===== config.mk =====
export PLATFORM = sky130hd
export DESIGN_NAME = remote_command_byte_decoder_unit
export DESIGN_NICKNAME = d
export VERILOG_FILES = /design/src/hw/rtl/rcbd_pkg.sv /design/src/hw/rtl/rcbd_step.sv /design/src/hw/rtl/remote_command_byte_decoder_unit.sv
export SDC_FILE = /design/constraint.sdc
export NUM_CORES = 1
export LEC_CHECK = 0
export ABC_AREA = 1
export BUFFER_PORTS_ARGS = -buffer_cell sky130_fd_sc_hd__buf_2
export CAP_MARGIN = 15
export CORE_MARGIN = 2
export CORE_UTILIZATION = 25
export DETAILED_ROUTE_END_ITERATION = 12
export GPL_TIMING_DRIVEN = 0
export SLEW_MARGIN = 20
export SYNTH_ARGS = -nofsm -noshare
export SYNTH_HDL_FRONTEND = slang
export SYNTH_SLANG_ARGS = --single-unit

===== constraint.sdc =====
create_clock -name clk -period 6.4 [get_ports clk]
set_clock_uncertainty 0.05 [all_clocks]
set_input_delay 1.28 -clock clk [delete_from_list [all_inputs] [get_ports clk]]
set_output_delay 1.28 -clock clk [all_outputs]
set_load 0.03 [all_outputs]

===== src/hw/rtl/rcbd_pkg.sv =====
package rcbd_pkg;

  // Buffer depth of one frame and width of the running decimal value.
  localparam int FRAME_DEPTH = 50;
  localparam int VALUE_BITS  = 32;

  // Derived widths.
  localparam int POS_W   = $clog2(FRAME_DEPTH + 1);
  localparam int ACC_EXT = VALUE_BITS + 5;
  localparam int OUT_W   = 32;

  // Command and framing bytes.
  localparam logic [7:0] B_TURN_ON  = 8'h4B;
  localparam logic [7:0] B_TURN_OFF1 = 8'h49;
  localparam logic [7:0] B_TURN_OFF2 = 8'h4A;
  localparam logic [7:0] B_DIR_LO   = 8'h41;
  localparam logic [7:0] B_DIR_HI   = 8'h48;
  localparam logic [7:0] B_DIR_FWD  = 8'h45;
  localparam logic [7:0] B_RIGHT    = 8'h43;
  localparam logic [7:0] B_LEFT     = 8'h47;
  localparam logic [7:0] B_OPEN     = 8'h7B;
  localparam logic [7:0] B_CLOSE    = 8'h7D;
  localparam logic [7:0] B_HASH     = 8'h23;
  localparam logic [7:0] B_REPORT   = 8'h50;
  localparam logic [7:0] B_SAVE     = 8'h57;
  localparam logic [7:0] B_ZERO     = 8'h30;
  localparam logic [7:0] B_SLOT_HI  = 8'h36;
  localparam logic [7:0] B_DIR_MAXRAW = 8'h08;

  // Decoder state carried from byte to byte.
  typedef struct packed {
    logic                         turn_mode;
    logic [3:0]                   direction;
    logic                         left;
    logic                         right;
    logic                         collecting;
    logic [POS_W-1:0]             pos;
    logic [7:0]                   id;
    logic [7:0]                   selector;
    logic signed [VALUE_BITS-1:0] acc;
  } dec_state_t;

  // One result item.
  typedef struct packed {
    logic              save_request;
    logic              report_request;
    logic [OUT_W-1:0]  param_value;
    logic [2:0]        param_index;
    logic              param_write;
    logic              steer_right;
    logic              steer_left;
    logic              turn_mode;
    logic [3:0]        direction;
  } dec_result_t;

endpackage


===== src/hw/rtl/rcbd_step.sv =====
module rcbd_step (
  input  logic                 drive_disabled,
  input  logic [7:0]           rx_byte,
  input  rcbd_pkg::dec_state_t st,
  output rcbd_pkg::dec_state_t st_nxt,
  output rcbd_pkg::dec_result_t res
);

  logic                                  turn_nxt;
  logic signed [9:0]                     digit;
  logic signed [rcbd_pkg::ACC_EXT-1:0]   acc_x;
  logic signed [rcbd_pkg::ACC_EXT-1:0]   mac_sum;
  logic [rcbd_pkg::ACC_EXT-rcbd_pkg::VALUE_BITS:0] mac_top;
  logic signed [rcbd_pkg::VALUE_BITS-1:0] mac_sat;
  logic                                  in_frame;

  // Turn mode follows its enter and leave bytes.
  always_comb begin
    turn_nxt = st.turn_mode;
    if (rx_byte == rcbd_pkg::B_TURN_ON) begin
      turn_nxt = 1'b1;
    end else if (rx_byte == rcbd_pkg::B_TURN_OFF1 || rx_byte == rcbd_pkg::B_TURN_OFF2) begin
      turn_nxt = 1'b0;
    end
  end

  // Saturating value*10 + (byte - '0'), done with shifts and two adds.
  always_comb begin
    digit   = $signed({2'b00, rx_byte}) - $signed({2'b00, rcbd_pkg::B_ZERO});
    acc_x   = rcbd_pkg::ACC_EXT'(st.acc);
    mac_sum = (acc_x <<< 3) + (acc_x <<< 1) + rcbd_pkg::ACC_EXT'(digit);
    mac_top = mac_sum[rcbd_pkg::ACC_EXT-1:rcbd_pkg::VALUE_BITS-1];
    if ((&mac_top) || !(|mac_top)) begin
      mac_sat = mac_sum[rcbd_pkg::VALUE_BITS-1:0];
    end else if (mac_sum[rcbd_pkg::ACC_EXT-1]) begin
      mac_sat = {1'b1, {(rcbd_pkg::VALUE_BITS-1){1'b0}}};
    end else begin
      mac_sat = {1'b0, {(rcbd_pkg::VALUE_BITS-1){1'b1}}};
    end
  end

  // Drive decode, frame collection and result assembly.
  always_comb begin
    st_nxt           = st;
    st_nxt.turn_mode = turn_nxt;
    res              = '0;

    if (!drive_disabled) begin
      if (!turn_nxt) begin
        if (rx_byte inside {[rcbd_pkg::B_DIR_LO:rcbd_pkg::B_DIR_HI]} ||
            rx_byte <= rcbd_pkg::B_DIR_MAXRAW) begin
          // Low nibble gives the code for both the letter and the raw range.
          st_nxt.direction = rx_byte[3:0];
        end else begin
          st_nxt.direction = 4'd0;
        end
      end else begin
        st_nxt.left  = (rx_byte == rcbd_pkg::B_LEFT);
        st_nxt.right = (rx_byte == rcbd_pkg::B_RIGHT);
        if (rx_byte inside {rcbd_pkg::B_DIR_LO, rcbd_pkg::B_DIR_FWD}) begin
          st_nxt.direction = rx_byte[3:0];
        end else begin
          st_nxt.direction = 4'd0;
        end
      end
    end

    in_frame = st.collecting || (rx_byte == rcbd_pkg::B_OPEN);
    st_nxt.collecting = in_frame;

    if (rx_byte == rcbd_pkg::B_CLOSE) begin
      // Closing brace: raise a request or a parameter write, then clear.
      if (st.selector == rcbd_pkg::B_REPORT) begin
        res.report_request = 1'b1;
      end else if (st.selector == rcbd_pkg::B_SAVE) begin
        res.save_request = 1'b1;
      end else if (st.id != rcbd_pkg::B_HASH &&
                   st.id inside {[rcbd_pkg::B_ZERO:rcbd_pkg::B_SLOT_HI]}) begin
        res.param_write = 1'b1;
        res.param_index = st.id[2:0];
        res.param_value = rcbd_pkg::OUT_W'(st.acc);
      end
      st_nxt.collecting = 1'b0;
      st_nxt.pos        = '0;
      st_nxt.id         = '0;
      st_nxt.selector   = '0;
      st_nxt.acc        = '0;
    end else if (in_frame && st.pos < rcbd_pkg::POS_W'(rcbd_pkg::FRAME_DEPTH)) begin
      if (st.pos == rcbd_pkg::POS_W'(1)) begin
        st_nxt.id = rx_byte;
      end
      if (st.pos == rcbd_pkg::POS_W'(3)) begin
        st_nxt.selector = rx_byte;
      end
      if (st.pos >= rcbd_pkg::POS_W'(3)) begin
        st_nxt.acc = mac_sat;
      end
      st_nxt.pos = st.pos + rcbd_pkg::POS_W'(1);
    end

    res.direction   = st_nxt.direction;
    res.turn_mode   = st_nxt.turn_mode;
    res.steer_left  = st_nxt.left;
    res.steer_right = st_nxt.right;
  end

endmodule


===== src/hw/rtl/remote_command_byte_decoder_unit.sv =====
// A byte taken into the input register is decoded and its result is loaded into
// the result register, ready for transfer. One byte is taken per cycle while the
// result slot is free or being read out; the decode and the value update sit in
// one short combinational step between the two registers.
// Reset (rst_n low, synchronous): both registers empty, decoder state and
// the drive_disabled register cleared.
module remote_command_byte_decoder_unit (
  input  logic        clk,
  input  logic        rst_n,
  // Configuration: drive_disabled
  input  logic        cfg_we,
  input  logic        cfg_wdata,
  // Input stream
  input  logic        in_tvalid,
  output logic        in_tready,
  input  logic [7:0]  in_tdata,   // [7:0] rx_byte
  // Result stream
  output logic        out_tvalid,
  input  logic        out_tready,
  // [3:0] direction, [4] turn_mode, [5] steer_left, [6] steer_right,
  // [7] param_write, [10:8] param_index, [42:11] param_value,
  // [43] report_request, [44] save_request, [47:45] zero
  output logic [47:0] out_tdata
);

  logic                  drive_disabled_r;
  logic                  in_valid_r;
  logic                  in_valid_nxt;
  logic [7:0]            in_byte_r;
  logic                  out_valid_r;
  logic                  out_valid_nxt;
  rcbd_pkg::dec_result_t out_res_r;
  rcbd_pkg::dec_state_t  state_r;
  rcbd_pkg::dec_state_t  state_nxt;
  rcbd_pkg::dec_result_t step_res;
  logic                  advance;

  rcbd_step u_step (
    .drive_disabled (drive_disabled_r),
    .rx_byte        (in_byte_r),
    .st             (state_r),
    .st_nxt         (state_nxt),
    .res            (step_res)
  );

  // Handshake: the held byte moves on whenever the result slot is free.
  assign advance       = in_valid_r && (!out_valid_r || out_tready);
  assign in_tready     = !in_valid_r || advance;
  assign in_valid_nxt  = (in_tvalid && in_tready) || (in_valid_r && !advance);
  assign out_valid_nxt = advance || (out_valid_r && !out_tready);

  // Control registers.
  always_ff @(posedge clk) begin
    if (!rst_n) begin
      drive_disabled_r <= 1'b0;
      in_valid_r       <= 1'b0;
      out_valid_r      <= 1'b0;
      state_r          <= '0;
    end else begin
      in_valid_r  <= in_valid_nxt;
      out_valid_r <= out_valid_nxt;
      if (cfg_we) begin
        drive_disabled_r <= cfg_wdata;
      end
      if (advance) begin
        state_r <= state_nxt;
      end
    end
  end

  // Payload registers.
  always_ff @(posedge clk) begin
    if (in_tvalid && in_tready) begin
      in_byte_r <= in_tdata;
    end
    if (advance) begin
      out_res_r <= step_res;
    end
  end

  assign out_tvalid = out_valid_r;
  assign out_tdata  = {3'b000, out_res_r};

  // A held byte with a free result slot always yields a result next cycle.
  a_advance: assert property (@(posedge clk) disable iff (!rst_n)
    advance |=> out_valid_r)
    else $error("byte advanced but no result was presented");

  // A waiting result must not be overwritten.
  a_hold: assert property (@(posedge clk) disable iff (!rst_n)
    (out_valid_r && !out_tready) |=> $stable(out_res_r))
    else $error("stalled result changed");

  // A parameter write excludes both requests and uses a valid slot.
  a_write: assert property (@(posedge clk) disable iff (!rst_n)
    (out_valid_r && out_res_r.param_write) |->
      (!out_res_r.report_request && !out_res_r.save_request &&
       out_res_r.param_index <= 3'd6))
    else $error("inconsistent parameter write");

  // Frame position never passes the buffer depth.
  a_pos: assert property (@(posedge clk) disable iff (!rst_n)
    state_r.pos <= rcbd_pkg::POS_W'(rcbd_pkg::FRAME_DEPTH))
    else $error("frame position beyond buffer depth");

  // Outside a frame nothing is collected.
  a_idle_frame: assert property (@(posedge clk) disable iff (!rst_n)
    !state_r.collecting |-> (state_r.pos == '0 && state_r.acc == '0))
    else $error("frame state left over outside a frame");

endmodule

Word level (Yosys, flattened, before mapping)
Cells that the tools add are included.

word-level totals
  RAM bits = 0
  memories = 0
  logic and storage cells = 102
  output and inout port bits = 50
  register bits = 118
  bits in read-only memories = 0
  latch bits = 0
  input bits = 14

operators by class
  multiplexer cells = 18
  reduce and logical (&&, ||, !) cells = 35
  shift operators = 0
  multipliers = 0
  divide/modulo/power cells = 0
  equality and inequality tests = 14
  magnitude comparators = 7
  bitwise logic cells = 2
  $add $sub $neg = 4

operator list
  cell                                                                count
  2-to-1 mux 54 bit                                                   2
  2-to-1 mux 32 bit                                                   3
  equality test 8 x 7 -> 1 bit (second input constant)                11
  adder 36 x 9 -> 37 bit                                              1
  adder 35 x 33 -> 36 bit                                             1
  2-to-1 mux 8 bit                                                    2
  2-to-1 mux 4 bit                                                    3
  nonzero test 2 bit                                                  5
  AND reduction 3 bit                                                 3
  subtractor 8 x 6 -> 9 bit (second input constant)                   1
  greater-or-equal comparator 8 x 6 -> 1 bit (second input constant)  1
  greater-or-equal comparator 8 x 7 -> 1 bit (second input constant)  1
  less-or-equal comparator 8 x 4 -> 1 bit (second input constant)     1
  less-or-equal comparator 8 x 6 -> 1 bit (second input constant)     1
  less-or-equal comparator 8 x 7 -> 1 bit (second input constant)     1
  logical AND 1 bit                                                   8
  logical OR 1 bit                                                    8
  inequality test 8 x 6 -> 1 bit (second input constant)              1
  adder 6 x 1 -> 6 bit (second input constant)                        1
  equality test 6 x 1 -> 1 bit (second input constant)                1
  equality test 6 x 2 -> 1 bit (second input constant)                1
  greater-or-equal comparator 6 x 2 -> 1 bit (second input constant)  1
  less-than comparator 6 bit (second input constant)                  1
  2-to-1 mux 1 bit                                                    6
  other kinds (10)                                                    15

Logic depth before layout (Yosys ltp)
Gate-level depths: netlist (run 1).

  depth in word-level cells = 9
  mapped depth = 24
  mapped depth without buffers = 23

Modules after synthesis
Synthesis (run 1) repeated with hierarchy kept, for this count alone.

unflattened totals
  cell total of the unflattened synthesis = 1377
  area, all modules = 9311.4 µm²

by module, submodules not included
  module                            area each (µm²)  cells each  sequential area each (µm²)  instances
  rcbd_step                         4798.4           897         0.0                         1
  remote_command_byte_decoder_unit  4513.1           480         2892.8                      1

Worst setup path before layout (run 1)
Ideal clock, no wire load.

  path type = reg2reg
  start point = reg in_byte_r[4]
  end point = reg state_r[11] in the netlist's numbering
  data arrival time = 4842 ps
  clock period less this slack = 5030 ps
  cell stages (with the launch flop) = 23
  required time = 6212 ps
  path buffers = 1
  slack = 1370 ps
  library setup time = 138 ps
  cell sequence = edfxtp_1 > ha_1 > or2_2 > nor2_1 > fa_1 > ha_1 > nand2_1 > inv_2 > a21oi_2 > nand3_1 > nand2_1 > nand2_2 > nand2_2 > nand2_1 > nand2_1 > nand2_1 > nor2_1 > nand2_1 > nand2_2 > buf_6 > nand2_1 > nand2_2 > a21oi_2

on the way
  cells in the longest elaborated chain, start to end = 9
  elaborated cells on any way between the ends = 18
  those cells by class = add/sub (2); eq/ne (2); mux (5); reduce/logical (9)

ends and longest elaborated chain
  what                       RTL line                                source
  start, declared            remote_command_byte_decoder_unit.sv:29  logic [7:0] in_byte_r;
  start signal, assigned     remote_command_byte_decoder_unit.sv:74  in_byte_r <= in_tdata;
  subtractor 8 x 6 -> 9 bit  rcbd_step.sv:29                         digit = $signed({2'b00, rx_byte}) - $signed({2'b00, rcbd_pkg::B_ZERO});
  adder 36 x 9 -> 37 bit     rcbd_step.sv:31                         mac_sum = (acc_x <<< 3) + (acc_x <<< 1) + rcbd_pkg::ACC_EXT'(digit);
  OR reduction 6 bit         rcbd_step.sv:33                         if ((&mac_top) || !(|mac_top)) begin
  zero test 1 bit            rcbd_step.sv:33
  logical OR 1 bit           rcbd_step.sv:33
  2-to-1 mux 32 bit          rcbd_step.sv:33
  2-to-1 mux 32 bit          rcbd_step.sv:95                         if (st.pos >= rcbd_pkg::POS_W'(3)) begin
  2-to-1 mux 54 bit          rcbd_step.sv:88                         end else if (in_frame && st.pos < rcbd_pkg::POS_W'(rcbd_pkg::FRAME_DEPTH)) begin
  2-to-1 mux 54 bit          rcbd_step.sv:71                         if (rx_byte == rcbd_pkg::B_CLOSE) begin
  end signal, assigned       remote_command_byte_decoder_unit.sv:66  state_r <= state_nxt;
  end, declared              remote_command_byte_decoder_unit.sv:33  rcbd_pkg::dec_state_t state_r;

Several ways; a longest one is shown, not always the timed one. The select of a mux whose other input is x is not followed.
A chain may end at the register's enable or synchronous reset.

Worst setup path after layout (run 1)
  start point = reg in_byte_r[5]
  end point = reg state_r[21] in the netlist's numbering

Same word-level chain as after synthesis.

==> run_results.csv, run 1 <==
group,metric,value,unit
run_status,run_status,"complete, no violations",
clock_tree,cts_root_buffer,"clkbuf_16",
global_routing,grt-ovfl-total,0,
worst_setup_path,critPathRequiredTime,6.63,ns
global_routing,grt_pass1_vias,6737,
clock_tree,cts.sinks,118,
sta,max_freq,223.1,MHz
final_layout,post-route-util,0.3006,
sta,hold_violations,0,
routing,first_pass_iters,5,
final_layout,synthToLayoutAreaGrowth,18.27,%
job,drv_cap,0,
floorplanning,die_h,183.1,um
min_path,whs_path_depth,2,
placed_design,post-dp-hpwl,15930,um
power_and_ir_drop,ir_drop,0.1726,mV
clock_tree,cts_tree,"done",
floorplanning,num_io_pins,64,
global_routing,track_usage,0.1288,
global_routing,antenna_found_initial,0,
final_layout,antenna_cells,0,
routing,vias,6806,
worst_setup_path,end_kind,"flip-flop",
routing,first_iter_violations,407,
global_routing,grt_use_met2,0.2094,
clock_tree,htreeDepth,4,
min_path,hold_class,"reg2reg",
power_and_ir_drop,p_total,0.001985,W
routing,final_antenna_net_count,0,
worst_setup_path,cp_num_cells,21,
sta,fin_crit,4.482,ns
sta,maxSlewViolCount,0,
global_routing,grt_use_met1,0.1749,
synth,synth_cell_types,47,
final_layout,nFillCells,3378,
global_routing,grt_pass1_wl,34290,um
sta,tightest_slew,0.8143,ns
worst_setup_path,cp.arrival,4.71,ns
floorplanning,initial_core_util,0.2542,
final_layout,design_area,0.009487,sq mm
clock_tree,post_cts_buffers,0,
synth,synth_edf_count,53,
worst_setup_path,crit_type,"reg2reg",
synth,synth-seq-cells,118,
clock_tree,cts_buffers,17,
worst_setup_path,start_kind,"flip-flop",
synth,synth_area_per_cell,7.525,sq um
clock_tree,clkTransAtPathRegs,0.06,ns
worst_setup_path,cp_common_cell,"nand2_1",
synth,ys_seq_area_frac,0.3606,
global_routing,grt_max_degree,32,
synth,netlist_area,0.008021,sq mm
worst_setup_path,cp_num_buf_inv,3,
synth,synthArstFlopShare,0,
clock_tree,cts_resized,0,
global_routing,top_usage_layer,"met2",
routing,finalWirelength,20640,um
floorplanning,dieArea,0.03353,sq mm
floorplanning,core-area,0.03156,sq mm
sta,setup_viol,0,
clock_tree,ctsHoldBuffers,0,
worst_setup_path,cpLargestDelayFamily,"simple AND/OR/NAND/NOR gates",
synth,ys_warn_count,0,
routing,drc,0,
placed_design,portBuffers,60,
final_layout,drive_gt1_frac,0.1403,
synth,synth_flop_cell,"dfxtp_1",
final_layout,final_nets,1236,
power_and_ir_drop,leakagePower,4.156,nW
worst_setup_path,critPathMaxFanout,18,
routing,detail_route.wl_per_cell,13.20,um
global_routing,met3_usage,0.02740,
placed_design,place.gp.congestion,0.9048,
synth,syn_inst,1066,
final_layout,multiInputGateArea,0.004382,sq mm
worst_setup_path,critPathSlowestCell,"edfxtp_1",
sta,rsz0062_at_grt,"no",
power_and_ir_drop,pwr_density_cell,209.3,mW/mm^2
worst_setup_path,path_cells,"ha_1 > or2_2 > nor2_4 > buf_16 > fa_1 > ha_1 > nand2_1 > inv_1 > a21oi_1 > o21ai_0 > a21oi_1 > nand2_1 > nand2_1 > nand2_1 > nor2_1 > nand2_1 > nand2_2 > buf_6 > nand2_1 > nand2_1 > a21oi_1",
clock_tree,insertion_delay,0.43,ns
sta,fin_setup_tns,0,ns
worst_setup_path,reg2reg_depth,21,
floorplanning,std_cell_rows,65,
clock_tree,clock_path_buffers,2,
placed_design,placed_area,0.008887,sq mm
sta,fin_crit_sh,0.7003,
final_layout,ff_latch_area,0.002893,sq mm
worst_setup_path,cpPeakStageDelay,0.44,ns
floorplanning,die_w,183.1,um
sta,max_slew_margin,0.4571,
routing,viasPerCell,4.352,
[metrics by stage]
step | cells | setup slack, ns | hold slack, ns
after floorplan | 1068 | 1.370 | 0.3817
after global placement | 1530 | 0.1350 | 0.3977
after detailed placement | 1532 | 1.952 | 0.4031
after CTS | 1564 | 1.914 | 0.4115
after global routing | 1564 | 1.565 | 0.4257
final | 1564 | 1.918 | 0.4086
[worst reg2reg max path, cell delays in order, from the launching register on]
cell and delay [ns]:
edfxtp_1 0.44, ha_1 0.22, or2_2 0.31, nor2_4 0.39
buf_16 0.23, fa_1 0.45, ha_1 0.37, nand2_1 0.15
inv_1 0.06, a21oi_1 0.27, o21ai_0 0.15, a21oi_1 0.28
nand2_1 0.12, nand2_1 0.07, nand2_1 0.10, nor2_1 0.12
nand2_1 0.07, nand2_2 0.12, buf_6 0.17, nand2_1 0.07
nand2_1 0.07, a21oi_1 0.05
[final timing paths]
path | start | to | slack [ns]
max | in_byte_r[5]$_DFFE_PP_ | state_r[21]$_SDFFE_PN0P_ | 1.92
min | state_r[43]$_SDFFE_PN0P_ | state_r[43]$_SDFFE_PN0P_ | 0.41
max reg2reg | in_byte_r[5]$_DFFE_PP_ | state_r[21]$_SDFFE_PN0P_ | 1.92
min reg2reg | state_r[43]$_SDFFE_PN0P_ | state_r[43]$_SDFFE_PN0P_ | 0.41
[cells by family after synthesis]
logic type / count (synthesis) / share of synthesized area
xor gates and xnor gates: 28 / 0.03057
AOI/OAI and AO/OA: 140 / 0.09936
adders and majority gates: 73 / 0.1438
other: 1 / 0.0004675
buffers and inverters: 187 / 0.09499
and+or+nand+nor: 519 / 0.2702
DFF: 118 / 0.3606
[metal layers]
layer / vias to the layer above / routed length, um / share of wire
met4: 0 / 203 / 0.0098
met5: - / 0 / 0
li1: 3530 / - / -
met2: 127 / 9429 / 0.46
met1: 3126 / 10080 / 0.49
met3: 23 / 933 / 0.045
[registers in the layout (all words and copies together) (netlist names)]
| register | count |
|---|---|
| drive_disabled_r | 1 |
| in_byte_r | 8 |
| in_valid_r | 1 |
| out_tdata | 45 |
| out_tvalid | 1 |
| state_r | 62 |
[cells in the final DEF (no fill, tap or decap), types with 5 or more instances in the layout]
| master | count |
|---|---|
| nand2_1 | 318 |
| inv_1 | 156 |
| nor2_1 | 107 |
| a21oi_1 | 84 |
| dfxtp_1 | 65 |
| buf_2 | 63 |
| edfxtp_1 | 53 |
| ha_1 | 41 |
| nand3_1 | 32 |
| fa_1 | 32 |
| nand2_2 | 24 |
| o21ai_0 | 21 |
| clkbuf_16 | 18 |
| xnor2_1 | 15 |
| nor3_1 | 13 |
| xor2_1 | 13 |
| a21oi_2 | 11 |
| clkbuf_1 | 10 |
| inv_2 | 9 |
| buf_6 | 6 |
| a31oi_1 | 5 |
[synthesized netlist by cell type, types with 2 or more instances]
master	instances	area share
nand2_1	318	0.15
inv_1	157	0.073
nor2_1	108	0.051
a21oi_1	84	0.052
dfxtp_1	65	0.16
edfxtp_1	53	0.20
ha_1	41	0.064
fa_1	32	0.080
nand3_1	32	0.020
nand2_2	24	0.019
o21ai_0	21	0.013
xnor2_1	15	0.016
nor3_1	13	0.0081
xor2_1	13	0.014
a21oi_2	11	0.012
clkbuf_1	10	0.0047
inv_2	8	0.0037
buf_6	6	0.0084
a31oi_1	5	0.0039
and3_1	4	0.0031
nor2_2	4	0.0031
o21bai_1	4	0.0037
buf_2	3	0.0019
buf_4	3	0.0028
nor4_1	3	0.0023
o21ai_1	3	0.0019
o22ai_1	3	0.0023
a21o_1	2	0.0019
nor3b_1	2	0.0019
o211ai_1	2	0.0019
[final cells by class]
type	count	share of cell area
tap	402	0.05302
timing repair buffer	62	0.03667
sequential	118	0.3049
inverter	165	0.06529
clock buffer	19	0.04893
buffer	22	0.01504
multi-input combinational	763	0.4619
clock inverter	13	0.01424
[report_power, final]
part / internal [W] / switching [W]
combinational: 0.0000573 / 0.000127
clock: 0.000580 / 0.000407
sequential: 0.000805 / 0.00000969
Power figures use the tool's default switching activity.
==> inputs of run 2 (changes only) <==
==> constraint.sdc (replaced) <==
create_clock -name clk -period 4.5 [get_ports clk]
set_clock_uncertainty 0.05 [all_clocks]
set_input_delay 0.9 -clock clk [delete_from_list [all_inputs] [get_ports clk]]
set_output_delay 0.9 -clock clk [all_outputs]
set_load 0.03 [all_outputs]
==> run 2 against run 1 <==
Final cell count barely moved. Die area did not move. Critical path depth rose by 2. Maximum frequency rose by 7.7%. Sequential share of layout area did not move. Sequential power rose by 42%. Clock-buffer cell count fell by 2. Highest routed layer unchanged. Total power rose by 39%. First-iteration DRC count fell by 4.4%. Global-route usage rose by 0.073 points.
==> run_results.csv, run 2 (synthesis results as in run 1) <==
group,metric,value,unit
run_status,run_status,"complete, no violations",
worst_setup_path,critPathRequiredTime,4.73,ns
final_layout,synthToLayoutAreaGrowth,18.27,%
clock_tree,cts_root_buffer,"clkbuf_16",
clock_tree,ctsHoldBuffers,0,
sta,rsz0062_at_grt,"no",
global_routing,antenna_found_initial,0,
final_layout,largest_reg_flops,62,
sta,fin_ws,0.3402,ns
clock_tree,cts_buffers,17,
worst_setup_path,end_kind,"flip-flop",
floorplanning,die_w,183.1,um
floorplanning,std_cell_rows,65,
routing,first_pass_iters,5,
floorplanning,initial_core_util,0.2542,
final_layout,antenna_cells,0,
worst_setup_path,cpLargestDelayFamily,"simple AND/OR/NAND/NOR gates",
clock_tree,clkTransAtPathRegs,0.06,ns
sta,fin_crit_sh,0.9244,
placed_design,portBuffers,60,
clock_tree,cts_tree,"done",
sta,maxSlewViolCount,0,
final_layout,final_nets,1237,
power_and_ir_drop,p_total,0.002769,W
sta,setup_viol,0,
power_and_ir_drop,sw_frac_of_total,0.2781,
placed_design,placedCellCount,1532,
global_routing,grt_use_met1,0.1730,
floorplanning,dieArea,0.03353,sq mm
floorplanning,core-area,0.03156,sq mm
worst_setup_path,path_cells,"ha_1 > or2_2 > nor2_4 > buf_12 > fa_1 > ha_1 > nand2_2 > inv_1 > a21oi_1 > nand2_1 > nand2_1 > nand2_1 > nand2_1 > nand3_1 > nand2_1 > nand2_1 > nor2_1 > nand2_1 > nand2_2 > buf_6 > nand2_1 > nand2_1 > a21oi_1",
worst_setup_path,cpPeakStageDelay,0.46,ns
power_and_ir_drop,leakagePower,4.136,nW
power_and_ir_drop,power.internal,0.001999,W
global_routing,grt-ovfl-total,0,
worst_setup_path,crit_type,"reg2reg",
worst_setup_path,cp_num_buf_inv,3,
placed_design,post-dp-hpwl,16100,um
routing,detail_route.wl_per_cell,13.26,um
sta,tightest_slew,0.8016,ns
routing,vias,6828,
global_routing,top_usage_layer,"met2",
clock_tree,cts.sinks,118,
global_routing,grt_max_degree,32,
worst_setup_path,critPathMaxFanout,20,
final_layout,drive_gt1_frac,0.1436,
worst_setup_path,critPathSlowestCell,"fa_1",
routing,final_antenna_net_count,0,
worst_setup_path,cp.arrival,4.39,ns
routing,first_iter_violations,389,
final_layout,fin_cells,1565,
final_layout,final_cell_mix,"nand2_1 (318), inv_1 (156), nor2_1 (107)",
placed_design,place.gp.congestion,0.8979,
power_and_ir_drop,power_frac_comb,0.095,
global_routing,track_usage,0.1295,
min_path,hold_class,"reg2reg",
final_layout,nFillCells,3424,
routing,finalWirelength,20750,um
sta,max_slew_margin,0.4656,
sta,max_freq,240.4,MHz
global_routing,grt_pass1_wl,34360,um
global_routing,grt_pass1_vias,6827,
routing,drc,0,
sta,hold_violations,0,
sta,fin_setup_tns,0,ns
power_and_ir_drop,pwr_density_cell,291.9,mW/mm^2
sta,fin_crit,4.160,ns
final_layout,ff_latch_area,0.002893,sq mm
clock_tree,insertion_delay,0.44,ns
floorplanning,num_io_pins,64,
floorplanning,die_h,183.1,um
worst_setup_path,cp_common_cell,"nand2_1",
job,drv_cap,0,
global_routing,grt_use_met2,0.2117,
placed_design,pre_cts_slack,0.08557,ns
routing,viasPerCell,4.363,
clock_tree,clock_path_buffers,2,
worst_setup_path,start_kind,"flip-flop",
clock_tree,htreeDepth,4,
global_routing,met3_usage,0.02522,
power_and_ir_drop,seqPwrFrac,0.418,
sta,fin_hold_ws,0.4133,ns
final_layout,regMostFlops,"state_r",
power_and_ir_drop,power_switching,0.0007699,W
final_layout,multiInputGateArea,0.004414,sq mm
final_layout,layout.cells.most_common,"nand2_1",
power_and_ir_drop,pwr-share-clk,0.486,
power_and_ir_drop,ir_drop,0.2412,mV
## run 2: cell types whose count changed in the layout (fill, tap and decap cells not counted), sizes merged
| cell | before | now |
|---|---|---|
| clkinv | 5 | 4 |
| clkinvlp | 1 | 2 |
| buf | 74 | 75 |
| clkbuf | 29 | 27 |
| inv | 171 | 173 |
## run 2: through the flow
step,util,instance area [sq um]
global route,0.3006,9487
CTS,0.2994,9447
global placement,0.2800,8835
finish,0.3006,9487
detailed placement,0.2814,8880
floorplan,-,8031
## run 2: routing by layer
metal | share of wire | routed length (um)
met1 | 0.49 | 10200
met4 | 0.013 | 270
met3 | 0.038 | 782
met5 | 0 | 0
met2 | 0.46 | 9495
## run 2: cell type report
type	count	share of cell area
Buffer	22	0.01504
Clock inverter	15	0.01490
Sequential cell	118	0.3049
Timing Repair Buffer	63	0.03667
Multi-Input combinational cell	763	0.4653
Clock buffer	17	0.04484
Tap cell	402	0.05302
Inverter	165	0.06529
## run 2: worst min-delay path: cells and delay by family (launching register included)
family,cells,cell delay [ns]
simple gates,1,0.06
flops,1,0.31
compound gates,1,0.05
## run 2: power by group through the flow
stage / sequential (W) / combinational [W] / clock, W
2_1_floorplan: 0.00121 / 0.000157 / 0
3_3_place_gp: 0.00118 / 0.000254 / 0
3_5_place_dp: 0.00118 / 0.000263 / 0
4_1_cts: 0.00116 / 0.000265 / 0.00139
5_1_grt: 0.00116 / 0.000295 / 0.00142
6_report: 0.00116 / 0.000264 / 0.00135
## run 2: repair_timing
action                     in CTS  in global routing
resized for setup               0                  4
setup endpoints to repair       0                 31
buffers inserted                0                  1
hold endpoints to repair        0                  0
## run 2: worst paths after layout
path                                          startpoint                  endpoint  slack (ns)  cells after the start
worst min-delay path            state_r[43]$_SDFFE_PN0P_  state_r[43]$_SDFFE_PN0P_        0.41                      2
worst min register to register  state_r[43]$_SDFFE_PN0P_  state_r[43]$_SDFFE_PN0P_        0.41                      2
worst max-delay path              in_byte_r[4]$_DFFE_PP_  state_r[27]$_SDFFE_PN0P_        0.34                     23
worst max register to register    in_byte_r[4]$_DFFE_PP_  state_r[27]$_SDFFE_PN0P_        0.34                     23
==> inputs of run 3 (changes only) <==
--- a/config.mk
+++ b/config.mk
@@ -10,8 +10,11 @@
 export CAP_MARGIN = 15
 export CORE_MARGIN = 2
 export CORE_UTILIZATION = 25
+export CTS_CLUSTER_SIZE = 24
 export DETAILED_ROUTE_END_ITERATION = 12
+export GPL_ROUTABILITY_DRIVEN = 0
 export GPL_TIMING_DRIVEN = 0
+export REMOVE_ABC_BUFFERS = 1
 export SLEW_MARGIN = 20
 export SYNTH_ARGS = -nofsm -noshare
 export SYNTH_HDL_FRONTEND = slang
==> run 3 against run 2 <==
Critical path depth is 3 lower. Cell area increased by 0.91%. Sequential power hardly changed. Die area is the same. First-iteration DRC count grew 15%. Final cell count shrank 0.58%. Setup slack got worse by 0.16 ns. Core utilization up 0.27 points.
==> run_results.csv, run 3 (synthesis results as in run 1) <==
group,metric,value,unit
run_status,run_status,"complete, no violations",
sta,fin_crit,4.315,ns
global_routing,grt-ovfl-total,0,
clock_tree,clkTransAtPathRegs,0.06,ns
routing,first_iter_violations,448,
clock_tree,cts_buffers,17,
clock_tree,cts_tree,"done",
sta,max_freq,231.7,MHz
final_layout,largest_reg_flops,62,
worst_setup_path,start_kind,"flip-flop",
global_routing,grt_pass1_vias,6691,
sta,maxSlewViolCount,0,
floorplanning,initial_core_util,0.2542,
final_layout,nFillCells,3371,
sta,max_slew_margin,0.3274,
routing,final_antenna_net_count,0,
final_layout,synthToLayoutAreaGrowth,19.34,%
global_routing,grt_pass1_wl,32920,um
final_layout,antenna_cells,0,
sta,hold_violations,0,
floorplanning,dieArea,0.03353,sq mm
placed_design,pre_cts_slack,-0.3339,ns
routing,viasPerCell,4.455,
floorplanning,die_h,183.1,um
final_layout,layout.cells.most_common,"nand2_1",
worst_setup_path,cp.arrival,4.55,ns
min_path,hold_class,"reg2reg",
sta,fin_crit_sh,0.9589,
power_and_ir_drop,ir_drop,0.2677,mV
final_layout,regMostFlops,"state_r",
worst_setup_path,critPathMaxFanout,10,
final_layout,final_cell_mix,"nand2_1 (313), inv_1 (154), nor2_1 (105)",
placed_design,post-dp-hpwl,14570,um
floorplanning,num_io_pins,64,
sta,fin_hold_ws,0.4099,ns
global_routing,track_usage,0.1230,
clock_tree,clock_path_buffers,2,
worst_setup_path,cpPeakStageDelay,0.44,ns
routing,drc,0,
final_layout,final_nets,1228,
power_and_ir_drop,p_total,0.002757,W
clock_tree,cts_root_buffer,"clkbuf_16",
placed_design,portBuffers,60,
power_and_ir_drop,pwr_density_cell,288.0,mW/mm^2
global_routing,grt_max_degree,59,
routing,finalWirelength,20780,um
final_layout,drive_gt1_frac,0.1542,
worst_setup_path,path_cells,"ha_1 > or2_2 > nor2_4 > clkbuf_16 > fa_1 > ha_1 > a21oi_1 > o21bai_2 > nor2_1 > nand2_2 > nand2_1 > nand3_1 > nand2_1 > nand2_1 > nor2_1 > nand2_4 > nand2_4 > nand2_1 > nand2_1 > a21oi_1",
sta,fin_setup_tns,0,ns
clock_tree,insertion_delay,0.43,ns
clock_tree,cts.sinks,118,
routing,detail_route.wl_per_cell,13.35,um
power_and_ir_drop,leakagePower,4.180,nW
final_layout,fin_cells,1556,
floorplanning,die_w,183.1,um
global_routing,antenna_found_initial,0,
placed_design,placedCellCount,1510,
sta,fin_ws,0.1847,ns
worst_setup_path,cp_common_cell,"nand2_1",
floorplanning,core-area,0.03156,sq mm
sta,tightest_slew,1.003,ns
routing,vias,6932,
clock_tree,htreeDepth,4,
routing,first_pass_iters,5,
floorplanning,std_cell_rows,65,
worst_setup_path,critPathSlowestCell,"edfxtp_1",
worst_setup_path,crit_type,"reg2reg",
job,drv_cap,0,
worst_setup_path,end_kind,"flip-flop",
worst_setup_path,critPathRequiredTime,4.73,ns
sta,setup_viol,0,
run 3: changes by cell type in the layout (fill, tap and decap cells not counted), sizes merged:
| cell | change |
|---|---|
| nand2 | +3 |
| buf | -4 |
| clkinv | +2 |
| clkbuf | -9 |
| nor2 | +1 |
| inv | -2 |
run 3: layout make-up:
type / instances / area, sq um / area share
multi-input cells: 767 / 4516 / 0.4717
flip-flops and latches: 118 / 2893 / 0.3022
inverters: 165 / 621.8 / 0.06496
well taps: 402 / 503.0 / 0.05254
repair buffers: 72 / 470.5 / 0.04914
clock buffers: 17 / 425.4 / 0.04444
clock inverters: 15 / 143.9 / 0.01503
run 3: routing by layer:
layer	GRT usage	share of wire	wire length, um
met5	0	0	0
met4	0.04960	0.022	457
met3	0.02006	0.035	733
met2	0.2124	0.49	10160
met1	0.1528	0.45	9420
run 3: path summary, 6_finish.rpt:
path	start	end	slack [ns]	depth (start not counted)
hold / removal	state_r[46]$_SDFFE_PN0P_	state_r[46]$_SDFFE_PN0P_	0.41	2
hold reg to reg	state_r[46]$_SDFFE_PN0P_	state_r[46]$_SDFFE_PN0P_	0.41	2
setup / recovery	in_byte_r[4]$_DFFE_PP_	state_r[5]$_SDFFE_PN0P_	0.18	20
setup reg to reg	in_byte_r[4]$_DFFE_PP_	state_r[5]$_SDFFE_PN0P_	0.18	20
run 3: worst max-delay path: cells and delay by family, from the launching register on:
family	cells	cell delay [ns]
AOI/OAI and AO/OA	3	0.49
adders and majority gates	3	1.02
and+or+nand+nor	13	1.93
buffers and inverters	1	0.23
DFF	1	0.44
run 3: through the flow:
stage / util / cell area (sq um)
floorplan: - / 7886
global route: 0.3034 / 9573
global placement: 0.2754 / 8690
finish: 0.3034 / 9573
CTS: 0.2970 / 9373
detailed placement: 0.2770 / 8740
run 3: timing repair:
item / in CTS / in global routing
gates cloned: 1 / 4
setup endpoints to repair: 31 / 31
pin swaps: 3 / 6
hold buffers: 0 / 0
buffers inserted: 3 / 6
gates resized for setup: 3 / 17
run 3: report_power, final:
group / switching, W / leakage [nW] / internal [W] / total (W)
clock: 0.000550 / 0.275 / 0.000771 / 0.00132
sequential: 0.0000139 / 1.04 / 0.00115 / 0.00116
combinational: 0.000193 / 2.86 / 0.0000845 / 0.000277
total: 0.000757 / 4.18 / 0.00200 / 0.00276
